[src/rtl/core/hfls_pkg.sv]
// hfls_pkg: shared types and constants of the hex float literal scanner
// character codes, character class beat, scan phases and result record
// no dependencies
package hfls_pkg;

   localparam int MANT_BITS_DEFAULT = 64;
   localparam int EXP_LIMIT         = 16383;
   localparam int EXP_W             = 15;
   localparam int QUEUE_DEPTH       = 2;

   localparam logic [7:0] CH_ZERO  = 8'h30;
   localparam logic [7:0] CH_NINE  = 8'h39;
   localparam logic [7:0] CH_A_LO  = 8'h61;
   localparam logic [7:0] CH_F_LO  = 8'h66;
   localparam logic [7:0] CH_A_UP  = 8'h41;
   localparam logic [7:0] CH_F_UP  = 8'h46;
   localparam logic [7:0] CH_DOT   = 8'h2e;
   localparam logic [7:0] CH_P_LO  = 8'h70;
   localparam logic [7:0] CH_P_UP  = 8'h50;
   localparam logic [7:0] CH_MINUS = 8'h2d;
   localparam logic [7:0] CH_PLUS  = 8'h2b;

   typedef enum logic [2:0] {
      PH_INT,
      PH_FRAC,
      PH_ESIGN,
      PH_EDIG,
      PH_DONE
   } phase_type;

   typedef struct packed {
      logic       first;
      logic       is_hex;
      logic       is_dec;
      logic       is_dot;
      logic       is_p;
      logic       is_minus;
      logic       is_plus;
      logic [3:0] digit;
   } class_type;

   typedef struct packed {
      logic [63:0]        mantissa;
      logic signed [15:0] binary_exponent;
      logic [15:0]        consumed_count;
      logic               inexact;
      logic               exponent_saturated;
   } result_type;

endpackage

[src/rtl/core/hfls_front.sv]
// hfls_front: classifies one character beat into a class record
// depends on hfls_pkg
module hfls_front (
   input  logic [7:0]          char_code,
   input  logic                first_char,
   output hfls_pkg::class_type cls
);

   logic dec_hit;
   logic lo_hit;
   logic up_hit;

   always_comb begin
      dec_hit = (char_code >= hfls_pkg::CH_ZERO) && (char_code <= hfls_pkg::CH_NINE);
      lo_hit  = (char_code >= hfls_pkg::CH_A_LO) && (char_code <= hfls_pkg::CH_F_LO);
      up_hit  = (char_code >= hfls_pkg::CH_A_UP) && (char_code <= hfls_pkg::CH_F_UP);

      cls.first    = first_char;
      cls.is_dec   = dec_hit;
      cls.is_hex   = dec_hit | lo_hit | up_hit;
      cls.is_dot   = (char_code == hfls_pkg::CH_DOT);
      cls.is_p     = (char_code == hfls_pkg::CH_P_LO) || (char_code == hfls_pkg::CH_P_UP);
      cls.is_minus = (char_code == hfls_pkg::CH_MINUS);
      cls.is_plus  = (char_code == hfls_pkg::CH_PLUS);

      priority if (lo_hit) begin
         cls.digit = 4'(char_code - hfls_pkg::CH_A_LO + 8'd10);
      end else if (up_hit) begin
         cls.digit = 4'(char_code - hfls_pkg::CH_A_UP + 8'd10);
      end else begin
         cls.digit = 4'(char_code - hfls_pkg::CH_ZERO);
      end
   end

endmodule

[src/rtl/core/hfls_queue.sv]
// hfls_queue: short queue of classified beats between front and back
// depends on hfls_pkg
module hfls_queue (
   input  logic                clock,
   input  logic                reset,
   input  logic                push_valid,
   output logic                push_ready,
   input  hfls_pkg::class_type push_data,
   output logic                pop_valid,
   input  logic                pop,
   output hfls_pkg::class_type pop_data
);

   localparam int PTR_W = (hfls_pkg::QUEUE_DEPTH > 1) ? $clog2(hfls_pkg::QUEUE_DEPTH) : 1;
   localparam int CNT_W = $clog2(hfls_pkg::QUEUE_DEPTH + 1);
   localparam logic [PTR_W-1:0] LAST = PTR_W'(hfls_pkg::QUEUE_DEPTH - 1);
   localparam logic [CNT_W-1:0] FULL = CNT_W'(hfls_pkg::QUEUE_DEPTH);

   hfls_pkg::class_type entry_ff [hfls_pkg::QUEUE_DEPTH];
   logic [PTR_W-1:0] wptr_ff, wptr_in;
   logic [PTR_W-1:0] rptr_ff, rptr_in;
   logic [CNT_W-1:0] count_ff, count_in;
   logic             push;

   always_comb begin
      push_ready = (count_ff != FULL);
      pop_valid  = (count_ff != '0);
      pop_data   = entry_ff[rptr_ff];
      push       = push_valid && push_ready;

      wptr_in  = wptr_ff;
      rptr_in  = rptr_ff;
      count_in = count_ff;
      if (push) begin
         wptr_in = (wptr_ff == LAST) ? '0 : wptr_ff + 1'b1;
      end
      if (pop) begin
         rptr_in = (rptr_ff == LAST) ? '0 : rptr_ff + 1'b1;
      end
      if (push && !pop) begin
         count_in = count_ff + 1'b1;
      end else if (pop && !push) begin
         count_in = count_ff - 1'b1;
      end
   end

   always_ff @(posedge clock) begin
      if (reset) begin
         wptr_ff  <= '0;
         rptr_ff  <= '0;
         count_ff <= '0;
      end else begin
         wptr_ff  <= wptr_in;
         rptr_ff  <= rptr_in;
         count_ff <= count_in;
      end
   end

   always_ff @(posedge clock) begin
      if (push) begin
         entry_ff[wptr_ff] <= push_data;
      end
   end

endmodule

[src/rtl/core/hfls_back.sv]
// hfls_back: scan state machine and result register
// takes classified beats from the queue, depends on hfls_pkg
module hfls_back #(
   parameter int MANT_BITS = hfls_pkg::MANT_BITS_DEFAULT
) (
   input  logic                 clock,
   input  logic                 reset,
   input  logic                 q_valid,
   input  hfls_pkg::class_type  q_data,
   output logic                 q_pop,
   output logic                 rsp_valid,
   input  logic                 rsp_ready,
   output hfls_pkg::result_type rsp_result
);

   localparam int EW = hfls_pkg::EXP_W;

   hfls_pkg::phase_type phase_ff, phase_in, ph;
   logic [MANT_BITS-1:0] mant_ff, mant_in, mant;
   logic [4:0]           frac_ff, frac_in, frac;
   logic [15:0]          drop_ff, drop_in, drop;
   logic [EW-1:0]        eacc_ff, eacc_in, eacc;
   logic                 eneg_ff, eneg_in, eneg;
   logic [15:0]          cnt_ff, cnt_in, cnt;
   logic                 inex_ff, inex_in, inex;
   logic                 sat_ff, sat_in, sat;

   logic                 rsp_valid_ff, rsp_valid_in;
   hfls_pkg::result_type result_ff, result_in;

   logic                 emit;
   logic                 do_hex;
   logic                 do_dec;
   logic                 in_frac;
   logic                 counted;
   logic                 full;
   logic [EW+3:0]        dec_v;
   logic signed [19:0]   e_base;
   logic signed [19:0]   e_sum;
   logic                 clamp;

   always_comb begin
      ph   = q_data.first ? hfls_pkg::PH_INT : phase_ff;
      mant = q_data.first ? '0 : mant_ff;
      frac = q_data.first ? '0 : frac_ff;
      drop = q_data.first ? '0 : drop_ff;
      eacc = q_data.first ? '0 : eacc_ff;
      eneg = q_data.first ? 1'b0 : eneg_ff;
      cnt  = q_data.first ? '0 : cnt_ff;
      inex = q_data.first ? 1'b0 : inex_ff;
      sat  = q_data.first ? 1'b0 : sat_ff;

      phase_in = ph;
      mant_in  = mant;
      frac_in  = frac;
      drop_in  = drop;
      eacc_in  = eacc;
      eneg_in  = eneg;
      inex_in  = inex;
      sat_in   = sat;
      emit     = 1'b0;
      do_hex   = 1'b0;
      do_dec   = 1'b0;
      in_frac  = 1'b0;
      counted  = 1'b0;

      unique case (ph)
         hfls_pkg::PH_INT: begin
            if (q_data.is_hex) begin
               do_hex  = 1'b1;
               counted = 1'b1;
            end else if (q_data.is_dot) begin
               phase_in = hfls_pkg::PH_FRAC;
               counted  = 1'b1;
            end else if (q_data.is_p) begin
               phase_in = hfls_pkg::PH_ESIGN;
               counted  = 1'b1;
            end else begin
               emit = 1'b1;
            end
         end
         hfls_pkg::PH_FRAC: begin
            if (q_data.is_hex) begin
               do_hex  = 1'b1;
               in_frac = 1'b1;
               counted = 1'b1;
            end else if (q_data.is_p) begin
               phase_in = hfls_pkg::PH_ESIGN;
               counted  = 1'b1;
            end else begin
               emit = 1'b1;
            end
         end
         hfls_pkg::PH_ESIGN: begin
            if (q_data.is_minus || q_data.is_plus) begin
               eneg_in  = q_data.is_minus;
               phase_in = hfls_pkg::PH_EDIG;
               counted  = 1'b1;
            end else if (q_data.is_dec) begin
               do_dec   = 1'b1;
               phase_in = hfls_pkg::PH_EDIG;
               counted  = 1'b1;
            end else begin
               emit = 1'b1;
            end
         end
         hfls_pkg::PH_EDIG: begin
            if (q_data.is_dec) begin
               do_dec  = 1'b1;
               counted = 1'b1;
            end else begin
               emit = 1'b1;
            end
         end
         default: begin
         end
      endcase

      full = |mant[MANT_BITS-1 -: 4];
      if (do_hex) begin
         if (!full) begin
            mant_in = {mant[MANT_BITS-5:0], q_data.digit};
            if (in_frac && (frac != 5'd31)) begin
               frac_in = frac + 5'd1;
            end
         end else begin
            inex_in = 1'b1;
            if (!in_frac && (drop != 16'hffff)) begin
               drop_in = drop + 16'd1;
            end
         end
      end

      dec_v = ((EW+4)'(eacc) << 3) + ((EW+4)'(eacc) << 1) + (EW+4)'(q_data.digit);
      if (do_dec) begin
         if (dec_v > (EW+4)'(hfls_pkg::EXP_LIMIT)) begin
            eacc_in = EW'(hfls_pkg::EXP_LIMIT);
            sat_in  = 1'b1;
         end else begin
            eacc_in = dec_v[EW-1:0];
         end
      end

      cnt_in = cnt;
      if (counted && (cnt != 16'hffff)) begin
         cnt_in = cnt + 16'd1;
      end

      if (emit) begin
         phase_in = hfls_pkg::PH_DONE;
      end

      e_base = eneg ? -$signed({5'b0, eacc}) : $signed({5'b0, eacc});
      e_sum  = e_base + $signed({2'b0, drop, 2'b0}) - $signed({13'b0, frac, 2'b0});
      clamp  = 1'b0;
      result_in.mantissa           = 64'(mant);
      result_in.consumed_count     = cnt;
      result_in.inexact            = inex;
      priority if (e_sum > 20'sd32767) begin
         result_in.binary_exponent = 16'sh7fff;
         clamp = 1'b1;
      end else if (e_sum < -20'sd32768) begin
         result_in.binary_exponent = -16'sh8000;
         clamp = 1'b1;
      end else begin
         result_in.binary_exponent = e_sum[15:0];
      end
      result_in.exponent_saturated = sat | clamp;

      q_pop = q_valid && (!emit || !rsp_valid_ff || rsp_ready);

      if (q_pop && emit) begin
         rsp_valid_in = 1'b1;
      end else if (rsp_ready) begin
         rsp_valid_in = 1'b0;
      end else begin
         rsp_valid_in = rsp_valid_ff;
      end
   end

   always_ff @(posedge clock) begin
      if (reset) begin
         phase_ff     <= hfls_pkg::PH_INT;
         mant_ff      <= '0;
         frac_ff      <= '0;
         drop_ff      <= '0;
         eacc_ff      <= '0;
         eneg_ff      <= 1'b0;
         cnt_ff       <= '0;
         inex_ff      <= 1'b0;
         sat_ff       <= 1'b0;
         rsp_valid_ff <= 1'b0;
      end else begin
         rsp_valid_ff <= rsp_valid_in;
         if (q_pop) begin
            phase_ff <= phase_in;
            mant_ff  <= mant_in;
            frac_ff  <= frac_in;
            drop_ff  <= drop_in;
            eacc_ff  <= eacc_in;
            eneg_ff  <= eneg_in;
            cnt_ff   <= cnt_in;
            inex_ff  <= inex_in;
            sat_ff   <= sat_in;
         end
      end
   end

   always_ff @(posedge clock) begin
      if (q_pop && emit) begin
         result_ff <= result_in;
      end
   end

   assign rsp_valid  = rsp_valid_ff;
   assign rsp_result = result_ff;

endmodule

[src/rtl/core/hex_float_literal_scanner_core.sv]
// hex_float_literal_scanner_core: top level of the hex float literal scanner
// front classifier, beat queue and scan back end, depends on hfls_pkg
//
// usage
// - req channel: one character beat per handshake; req_first_char starts a new
//   literal and clears the scan state before that character is scanned
// - rsp channel: one beat per literal, issued on the first character that does
//   not belong to it, with mantissa, binary exponent, consumed count and flags
// - characters after the stop give nothing until a beat with req_first_char
// - throughput: one character per cycle unless rsp stalls on a stop beat, set by
//   the combinational scan state update in the back end (shift-add by constants)
// - a stop beat passes through its queue entry, then the back end update into the
//   result register, before it shows on rsp
// - a stalled rsp holds its beat; the back end keeps taking characters that
//   give no result and the two-entry queue absorbs the rest before req_ready
//   drops
// - reset: queue empty, no rsp beat, scan state as at the start of a literal
module hex_float_literal_scanner_core #(
   parameter int MANT_BITS = hfls_pkg::MANT_BITS_DEFAULT
) (
   input  logic               clock,
   input  logic               reset,
   input  logic               req_valid,
   output logic               req_ready,
   input  logic [7:0]         req_char_code,
   input  logic               req_first_char,
   output logic               rsp_valid,
   input  logic               rsp_ready,
   output logic [63:0]        rsp_mantissa,
   output logic signed [15:0] rsp_binary_exponent,
   output logic [15:0]        rsp_consumed_count,
   output logic               rsp_inexact,
   output logic               rsp_exponent_saturated
);

   hfls_pkg::class_type  front_cls;
   hfls_pkg::class_type  q_data;
   logic                 q_valid;
   logic                 q_pop;
   hfls_pkg::result_type result;

   hfls_front u_front (
      .char_code  (req_char_code),
      .first_char (req_first_char),
      .cls        (front_cls)
   );

   hfls_queue u_queue (
      .clock      (clock),
      .reset      (reset),
      .push_valid (req_valid),
      .push_ready (req_ready),
      .push_data  (front_cls),
      .pop_valid  (q_valid),
      .pop        (q_pop),
      .pop_data   (q_data)
   );

   hfls_back #(
      .MANT_BITS (MANT_BITS)
   ) u_back (
      .clock      (clock),
      .reset      (reset),
      .q_valid    (q_valid),
      .q_data     (q_data),
      .q_pop      (q_pop),
      .rsp_valid  (rsp_valid),
      .rsp_ready  (rsp_ready),
      .rsp_result (result)
   );

   assign rsp_mantissa           = result.mantissa;
   assign rsp_binary_exponent    = result.binary_exponent;
   assign rsp_consumed_count     = result.consumed_count;
   assign rsp_inexact            = result.inexact;
   assign rsp_exponent_saturated = result.exponent_saturated;

endmodule
[config.mk]
export PLATFORM = sky130hd
export DESIGN_NAME = hex_float_literal_scanner_core
export DESIGN_NICKNAME = d
export VERILOG_FILES = /design/src/rtl/core/hfls_pkg.sv /design/src/rtl/core/hfls_front.sv /design/src/rtl/core/hfls_queue.sv /design/src/rtl/core/hfls_back.sv /design/src/rtl/core/hex_float_literal_scanner_core.sv
export SDC_FILE = /design/constraint.sdc
export NUM_CORES = 1
export LEC_CHECK = 0
export ABC_CLOCK_PERIOD_IN_PS = 9700
export BUFFER_PORTS_ARGS = -buffer_cell sky130_fd_sc_hd__buf_2
export CORE_MARGIN = 8
export CORE_UTILIZATION = 55
export CTS_CLUSTER_SIZE = 20
export DETAILED_ROUTE_END_ITERATION = 16
export PLACE_DENSITY_LB_ADDON = 0.25
export SYNTH_ARGS = -nofsm -noshare
export SYNTH_HDL_FRONTEND = slang
export SYNTH_SLANG_ARGS = --single-unit
[constraint.sdc]
create_clock -name clock -period 9.7 [get_ports clock]
set_input_delay 1.455 -clock clock [delete_from_list [all_inputs] [get_ports clock]]
set_output_delay 1.455 -clock clock [all_outputs]
set_load 0.005 [all_outputs]
==> results of run 1 <==
[flip-flops by register name (all words and copies together), names as in the netlist, named ones only]
| name | flops |
|---|---|
| u_back.sat_ff | 1 |
| u_back.cnt_ff | 16 |
| u_queue.count_ff | 2 |
| u_queue.entry_ff | 22 |
| u_back.inex_ff | 1 |
| u_back.phase_ff | 3 |
| u_back.frac_ff | 5 |
| u_queue.wptr_ff | 1 |
| u_queue.rptr_ff | 1 |
| u_back.eacc_ff | 15 |
| u_back.drop_ff | 16 |
| u_back.mant_ff | 64 |
| u_back.eneg_ff | 1 |
| u_back.rsp_result | 98 |
| u_back.rsp_valid | 1 |
[cell families (layout without fill, tap and decap cells)]
| logic type | count (synthesis) | count (layout) | synth area share, % |
|---|---|---|---|
| xor+xnor | 70 | 70 | 4.738 |
| buf+inv | 133 | 223 | 4.384 |
| fa+ha+maj | 75 | 75 | 7.565 |
| flops | 248 | 248 | 47.07 |
| compound gates | 280 | 280 | 14.63 |
| mux | 15 | 15 | 1.375 |
| simple gates | 529 | 529 | 20.23 |
[layout make-up]
type	count	area, um2
inverter	59	221.5
sequential	248	6166
timing repair buffer	119	615.6
fill	1992	8838
clock buffer	39	728.2
tap	319	399.1
clock inverter	6	57.56
multi-input combinational	969	6376
[critical path, delay by kind of cell, from the launching register on]
family | cells | cell delay [ps]
compound gates | 7 | 2040
flops | 1 | 810
fa+ha+maj | 2 | 690
mux | 1 | 680
simple gates | 3 | 640
xor+xnor | 2 | 570
buf+inv | 1 | 40
[cells in the final DEF, fill, tap and decap left out, types with 10 or more instances in the layout]
master | netlist | final
nor2_1 | 157 | 157
dfxtp_1 | 128 | 128
edfxtp_1 | 120 | 120
buf_2 | 21 | 111
nand2_1 | 105 | 105
and2_1 | 103 | 103
a21oi_1 | 71 | 71
ha_1 | 68 | 68
a22oi_1 | 65 | 65
inv_1 | 58 | 58
xnor2_1 | 40 | 40
o21ai_0 | 40 | 40
nand3_1 | 38 | 37
nor3_1 | 38 | 37
xor2_1 | 29 | 29
clkbuf_16 | 0 | 25
nor4_1 | 13 | 13
a21o_1 | 12 | 12
nand4_1 | 12 | 12
and3_1 | 10 | 10
[final timing paths]
check        cells past startpoint  slack [ps]          start                    end
min reg2reg                      2         480  u_back.sat_ff          u_back.sat_ff
max                             16        3930           flop  u_back.rsp_result[30]
min                              2         480  u_back.sat_ff          u_back.sat_ff
max reg2reg                     16        3930           flop  u_back.rsp_result[30]
[power by group]
group	leakage, nW	internal (mW)	total (mW)	switching (mW)
Combinational	3.20	0.321	0.978	0.657
Sequential	2.16	1.28	1.34	0.0614
Clock	0.386	0.541	0.920	0.380
Total	5.75	2.14	3.24	1.10
[metal layers]
metal / vias up / share of wire, % / global-route usage, %
met4: 0 / 1.8 / 4.386
met5: - / 0 / 0
met2: 282 / 45 / 30.44
met3: 37 / 5.5 / 2.410
met1: 4773 / 48 / 27.43
li1: 4930 / - / -
[stage by stage]
stage	cell area, um2	instances	utilization (%)	hold WS [ps]	total power, mW
3_5_place_dp	13780	1714	58.88	467.7	2.340
6_report	14560	1759	62.23	478.5	3.240
2_1_floorplan	13100	1350	-	445.8	2.131
4_1_cts	14560	1759	62.23	477.0	3.264
5_1_grt	14560	1759	62.23	482.1	3.412
3_3_place_gp	13780	1714	58.88	461.2	2.314
==> results.cfg, run 1 <==
[synth]
ys_seq_area_share_pct = 47.07
synthArstFlopShare_pct = 0
synth.largest_area_cell = edfxtp_1
synth-seq-cells = 248
synth_edf_count = 120
syn_area_per_cell_um2 = 9.703
netlist_instances = 1350
ys.flop_type = dfxtp_1
synthTopCellsByArea = edfxtp_1 (28%), dfxtp_1 (20%), ha_1 (6.5%), and2_1 (4.9%), nor2_1 (4.5%)
ys_types = 81
synth_top_area_share_pct = 27.51
synth_area_um2 = 13100
yosysMostFrequentCell = nor2_1
ys_top_cells_by_count = nor2_1 (157), dfxtp_1 (128), edfxtp_1 (120)
synth_nets = 1438
yosys_warnings = 0

[global_routing]
grt_pass1_vias = 9349
antenna_found_initial = 0
track_usage_pct = 19.15
grt_first_pass_wirelength_um = 46960
overflow = 0
grt_max_degree = 102

[setup_path]
worstPathCellList = mux2_2 > a21oi_1 > or4_1 > o41ai_1 > xnor2_1 > nand2_1 > ha_1 > inv_1 > ha_1 > nand3_1 > o22ai_1 > o41ai_2 > a31oi_1 > xnor2_2 > o31a_1 > o21ai_1
start_kind = flop
arrival_ps = 5990
crit_path_max_fanout = 25
cpMaxStageDelayCell = dfxtp_1
critPathMaxStageDelay_ps = 810
crit_top_cell = ha_1
worst_setup_path_end_kind = flop
crit_type = reg -> reg
required_ps = 9930

[finish]
synthToLayoutAreaGrowth_pct = 11.19
final_nets = 1510
antennaDiodeCount = 0
drive_gt1_share_pct = 14.03

[clocking]
cts_htree_levels = 1
cts_tree = yes
cts-buffers-inserted = 25
cts_resized = 0
clk_path_buf_depth = 3
clk_latency_ps = 510
path_clk_slew_ps = 60
clock_sinks = 248
post_cts_buffers = 0
ctsRootBufferMaster = clkbuf_16
cts-hold-fix-buffers = 0

[pwr]
p_leak_nw = 5.746
p_per_area_nw_per_um2 = 222.5
vdd_drop_max_mv = 0.1506

[floorplan]
fp-row-count = 56
initial_core_util_pct = 55.97
pin_count = 113
core_um2 = 23400
die_h_um = 170.3
die_area_um2 = 29010
die_w_um = 170.3

[route]
detail-route-antenna-nets = 0
vias = 10020
drt-total-wl_um = 28660
wl_per_cell_um = 16.30
drc = 0
vias_per_cell = 5.698
drt_first_iter_violations = 848
dr.pass1.iters = 6

[place]
port_buffers = 112
place_congestion = 0.8751
pre_cts_slack_ps = 3974
hpwl_um = 20010

[sta]
slew_headroom_pct = 34.10
fin_skew_ps = 11.56
setup_tns_ps = 0
worst_pin_slew_ps = 988.6
setup_viol = 0
maxSlewViolCount = 0
finalWorstSetupSlack_ps = 3931
min_period_ps = 5769
hold_violations = 0
period_share_pct = 59.48
rsz0062_at_grt = no
max_freq_ghz = 0.1733

[run_status]
status = finished clean

[flow_run]
maxCapViolations = 0

[min_path]
min_path_type = reg -> reg
No activity file was read; power rests on OpenSTA's default activity.
==> inputs of run 2 (changes only) <==
ABC_CLOCK_PERIOD_IN_PS = 5700   (was 9700)
clock period = 5.7 ns   (was 9.7 ns; I/O delays follow)
==> results.cfg, run 2 (same netlist as run 1, synthesis figures left out) <==
[floorplan]
fp-row-count = 56
die_area_um2 = 29010
core_um2 = 23400
die_h_um = 170.3
initial_core_util_pct = 55.97
pin_count = 113
die_w_um = 170.3

[place]
port_buffers = 112
place_congestion = 0.9165
placed_area_um2 = 13830
dpl.cell_count = 1718
hpwl_um = 19840
pre_cts_slack_ps = 506.4

[finish]
final_common_cell = nor2_1
multi_input_area_um2 = 6382
drive_gt1_share_pct = 15.00
final_cell_area_um2 = 14720
synthToLayoutAreaGrowth_pct = 12.37
ff_latch_area_um2 = 6166
antennaDiodeCount = 0
layout_common_cells = nor2_1 (157), dfxtp_1 (128), edfxtp_1 (120)
num-fill-cells = 1945
largest_register_ffs = 98
final_nets = 1515
fin_cells = 1766

[setup_path]
crit_top_cell = ha_1
required_ps = 5940
crit_type = reg -> reg
critPathMaxStageDelay_ps = 610
reg2reg_slack_ps = 480
crit_path_max_fanout = 14
cpMaxStageDelayCell = o31a_1
worstPathCellList = buf_4 > mux2_2 > a21oi_1 > or4_1 > o41ai_1 > xnor2_1 > nand2_1 > ha_1 > inv_1 > ha_1 > nand3_1 > o22ai_1 > o41ai_2 > a31oi_1 > xnor2_2 > o31a_1 > o21ai_1
worst_setup_path_end_kind = flop
start_kind = flop
arrival_ps = 5470

[global_routing]
grt_pass1_vias = 9326
antenna_found_initial = 0
grt_max_degree = 103
track_usage_pct = 18.84
grt_first_pass_wirelength_um = 46060
overflow = 0

[clocking]
path_clk_slew_ps = 70
cts-hold-fix-buffers = 0
clock_sinks = 248
cts_tree = yes
ctsRootBufferMaster = clkbuf_16
cts-buffers-inserted = 26
clk_latency_ps = 530
clk_path_buf_depth = 3
post_cts_buffers = 0
cts_resized = 0
cts_htree_levels = 1

[route]
vias = 9931
dr.pass1.iters = 5
drt_first_iter_violations = 816
drt-total-wl_um = 28280
vias_per_cell = 5.623
drc = 0
wl_per_cell_um = 16.01
detail-route-antenna-nets = 0

[sta]
finalWorstSetupSlack_ps = 477.2
setup_tns_ps = 0
setup_viol = 0
period_share_pct = 91.63
maxSlewViolCount = 0
fin_skew_ps = 27.27
max_freq_ghz = 0.1915
worst_pin_slew_ps = 953.6
hold_violations = 0
rsz0062_at_grt = no
min_period_ps = 5223
slew_headroom_pct = 35.84

[pwr]
p_leak_nw = 5.825
p_per_area_nw_per_um2 = 385.8
vdd_drop_max_mv = 0.2092
finalPower_mw = 5.679

[flow_run]
maxCapViolations = 0

[min_path]
hp-start = u_back.sat_ff
min_path_type = reg -> reg

[run_status]
status = finished clean
run 2: cell types whose count changed in the layout (fill, tap and decap cells not counted), sizes merged:
| cell | change |
|---|---|
| clkbuf | -9 |
| buf | +4 |
| inv | +2 |
| clkinv | +7 |
| clkinvlp | +1 |
| bufinv | +2 |
run 2: metal layers:
metal | vias up | track usage, % | wire (um)
li1 | 4952 | - | -
met1 | 4686 | 26.33 | 13180
met2 | 259 | 30.72 | 13140
met3 | 34 | 2.433 | 1478
met4 | 0 | 4.272 | 475
met5 | - | 0 | 0
run 2: final cells by class:
| class | count | area share [%] |
|---|---|---|
| Inverter | 59 | 1.505 |
| Clock buffer | 30 | 4.658 |
| Clock inverter | 18 | 1.403 |
| Sequential cell | 248 | 41.89 |
| Tap cell | 319 | 2.712 |
| Multi-Input combinational cell | 969 | 43.36 |
| Timing Repair Buffer | 123 | 4.471 |
run 2: critical path, delay by kind of cell (launching register included):
kind / cells / cell delay (ps)
flops: 1 / 390
xor+xnor: 2 / 540
fa+ha+maj: 2 / 690
compound gates: 7 / 1990
mux: 1 / 390
simple gates: 3 / 630
buf+inv: 2 / 300
run 2: final timing paths:
check	to	depth (start not counted)
max	u_back.rsp_result[30]	17
min	u_back.sat_ff	2
max reg2reg	u_back.rsp_result[30]	17
min reg2reg	u_back.sat_ff	2
run 2: where the power goes:
part / switching, mW / leakage, nW / internal, mW
Clock: 0.710 / 0.443 / 1.01
Sequential: 0.0843 / 2.16 / 2.17
Combinational: 1.13 / 3.23 / 0.566
run 2: per-stage QoR:
step                hold slack [ps]  util, %
finish                        483.7    62.90
global placement              466.4    59.08
global route                  523.7    62.90
detailed placement            473.7    59.08
floorplan                     445.8        -
CTS                           484.3    62.90
==> inputs of run 3 (changes only) <==
SYNTH_HIERARCHICAL = 1   (was default)
==> results.cfg, run 3 <==
[synth]
yosysMostFrequentCell = nor2_1
synthTopCellsByArea = edfxtp_1 (28%), dfxtp_1 (20%), ha_1 (6.6%), nor2b_1 (5.3%), nor2_1 (4.3%)
synth.largest_area_cell = edfxtp_1
synth-seq-cells = 248
yosys.area_share.simple_pct = 19.68
ys_top_cells_by_count = nor2_1 (145), dfxtp_1 (128), edfxtp_1 (120)
synthMuxAreaShare_pct = 1.384
synth_edf_count = 120
synth-compound-area-share_pct = 14.14
synth_nets = 1368
syn_area_per_cell_um2 = 9.954
ys_types = 87
synth_top_area_share_pct = 28.26
synthArstFlopShare_pct = 0
ys_seq_area_share_pct = 48.36
netlist_instances = 1281
yosys_warnings = 6
synth_xor_area_share_pct = 5.014
synth_top_family_by_area = simple AND/OR/NAND/NOR gates
synth_area_um2 = 12750
ys.flop_type = dfxtp_1
synth_adder_area_share_pct = 7.673

[pwr]
p_per_area_nw_per_um2 = 351.7
seqPwrFrac_pct = 43.5
vdd_drop_max_mv = 0.2500
switching_share_pct = 32.27
p_leak_nw = 5.657
pwr-share-comb_pct = 24.9
power_switching_mw = 1.624
p_int_mw = 3.409
clkPwrFrac_pct = 31.6

[route]
drc = 0
drt-total-wl_um = 27940
detail-route-antenna-nets = 0
dr.pass1.iters = 5
wl_per_cell_um = 16.72
vias_per_cell = 5.741
vias = 9594
drt_first_iter_violations = 687

[setup_path]
crit_top_cell = ha_1
start_kind = flop
arrival_ps = 5480
crit_family = compound AO/OA/AOI/OAI gates
critPathMaxStageDelay_ps = 510
worst_setup_path_end_kind = flop
required_ps = 5970
crit_type = reg -> reg
worstPathCellList = mux2_4 > nor2b_1 > inv_1 > ha_1 > o21ai_0 > or2b_1 > nand2_1 > xnor2_1 > nand2_1 > ha_1 > inv_1 > ha_1 > a211oi_1 > nor2_1 > o41ai_2 > o21ai_0 > a211o_1 > xor2_1 > a21oi_4 > o21bai_1
timing.critical_path.buf_inv = 2
cpMaxStageDelayCell = xor2_1
crit_path_max_fanout = 21

[global_routing]
grt_first_pass_wirelength_um = 45130
grt_max_degree = 117
antenna_found_initial = 0
track_usage_pct = 18.92
overflow = 0
grt_pass1_vias = 8783

[floorplan]
fp-row-count = 55
die_area_um2 = 28310
pin_count = 113
die_w_um = 168.3
initial_core_util_pct = 56.15
core_um2 = 22710
die_h_um = 168.3

[clocking]
cts_tree = yes
path_clk_slew_ps = 60
cts_resized = 0
cts_htree_levels = 1
clock_sinks = 248
post_cts_buffers = 0
ctsRootBufferMaster = clkbuf_16
clk_latency_ps = 530
clk_path_buf_depth = 3
cts-buffers-inserted = 26
cts-hold-fix-buffers = 0

[place]
dpl.cell_count = 1623
place_congestion = 0.8996
port_buffers = 112
pre_cts_slack_ps = 543.9
hpwl_um = 19210

[sta]
rsz0062_at_grt = no
fin_skew_ps = 7.339
setup_viol = 0
setup_tns_ps = 0
finalWorstSetupSlack_ps = 485.7
period_share_pct = 91.48
maxSlewViolCount = 0
worst_pin_slew_ps = 1152
min_period_ps = 5214
hold_violations = 0
slew_headroom_pct = 23.20
max_freq_ghz = 0.1918

[finish]
final_nets = 1453
utilization_pct = 63.02
layout_common_cells = nor2_1 (144), dfxtp_1 (128), edfxtp_1 (120)
num-fill-cells = 1832
antennaDiodeCount = 0
synthToLayoutAreaGrowth_pct = 12.24
drive_gt1_share_pct = 14.72
fin_cells = 1671
largest_register_ffs = 98
final_common_cell = nor2_1

[min_path]
min_path_type = reg -> reg

[run_status]
status = finished clean

[flow_run]
maxCapViolations = 0
[run 3: changes by cell type after synthesis, sizes merged, moves of 6 or more]
cell | previous run | this run
a21o | 12 | 6
a21oi | 79 | 51
and2 | 106 | 7
buf | 30 | 17
nand2 | 105 | 97
nand3 | 39 | 19
nor2 | 158 | 147
nor2b | 8 | 109
nor3 | 38 | 27
nor4 | 16 | 9
o21ai | 46 | 63
[run 3: cells by family after synthesis]
kind of cell / after synthesis
XOR/XNOR: 73
multiplexers: 16
buffers and inverters: 119
AND/OR/NAND/NOR: 488
adder cells (fa/ha/maj): 74
flip-flops: 248
AO/OA/AOI/OAI: 263
[run 3: metrics by stage]
step	instance area [um2]	total power [mW]	hold WS (ps)
4_1_cts	14310	5.065	451.7
6_report	14310	5.033	454.8
3_3_place_gp	13500	3.452	438.7
3_5_place_dp	13500	3.474	444.2
5_1_grt	14310	5.281	467.2
2_1_floorplan	12750	3.110	427.3
[run 3: power groups by stage]
stage / Sequential (mW) / Combinational, mW / Clock, mW
floorplan: 2.23 / 0.880 / 0
global placement: 2.22 / 1.23 / 0
detailed placement: 2.23 / 1.25 / 0
CTS: 2.19 / 1.25 / 1.62
global route: 2.21 / 1.38 / 1.70
finish: 2.19 / 1.25 / 1.59
[run 3: per-layer routing]
layer / vias up / wire length, um / track usage (%)
li1: 4718 / - / -
met3: 46 / 1571 / 2.993
met2: 278 / 12720 / 30.04
met1: 4552 / 13050 / 26.28
met4: 0 / 603 / 5.551
met5: - / 0 / 0
[run 3: final timing paths]
| kind | start | endpoint | slack [ps] | depth (start not counted) |
|---|---|---|---|---|
| setup / recovery | flop | u_back/rsp_result[0] | 490 | 20 |
| hold / removal | u_back/inex_ff | u_back/inex_ff | 450 | 2 |
| setup reg to reg | flop | u_back/rsp_result[0] | 490 | 20 |
| hold reg to reg | u_back/inex_ff | u_back/inex_ff | 450 | 2 |
[run 3: layout make-up]
cell class | instances | area (um2) | area share [%]
clock buffer | 32 | 693.2 | 4.844
sequential | 248 | 6166 | 43.08
clock inverter | 16 | 116.4 | 0.8131
tap | 285 | 356.6 | 2.492
multi-input combinational | 914 | 6125 | 42.80
inverter | 57 | 214.0 | 1.495
timing repair buffer | 119 | 640.6 | 4.476
[run 3: worst register-to-register path: stages, from the launching register on]
cell and delay (ps):
dfxtp_1 350, mux2_4 430, nor2b_1 260, inv_1 100, ha_1 230, o21ai_0 190
or2b_1 190, nand2_1 70, xnor2_1 150, nand2_1 70, ha_1 290, inv_1 40
ha_1 380, a211oi_1 280, nor2_1 100, o41ai_2 490, o21ai_0 150, a211o_1 300
xor2_1 510, a21oi_4 160, o21bai_1 230
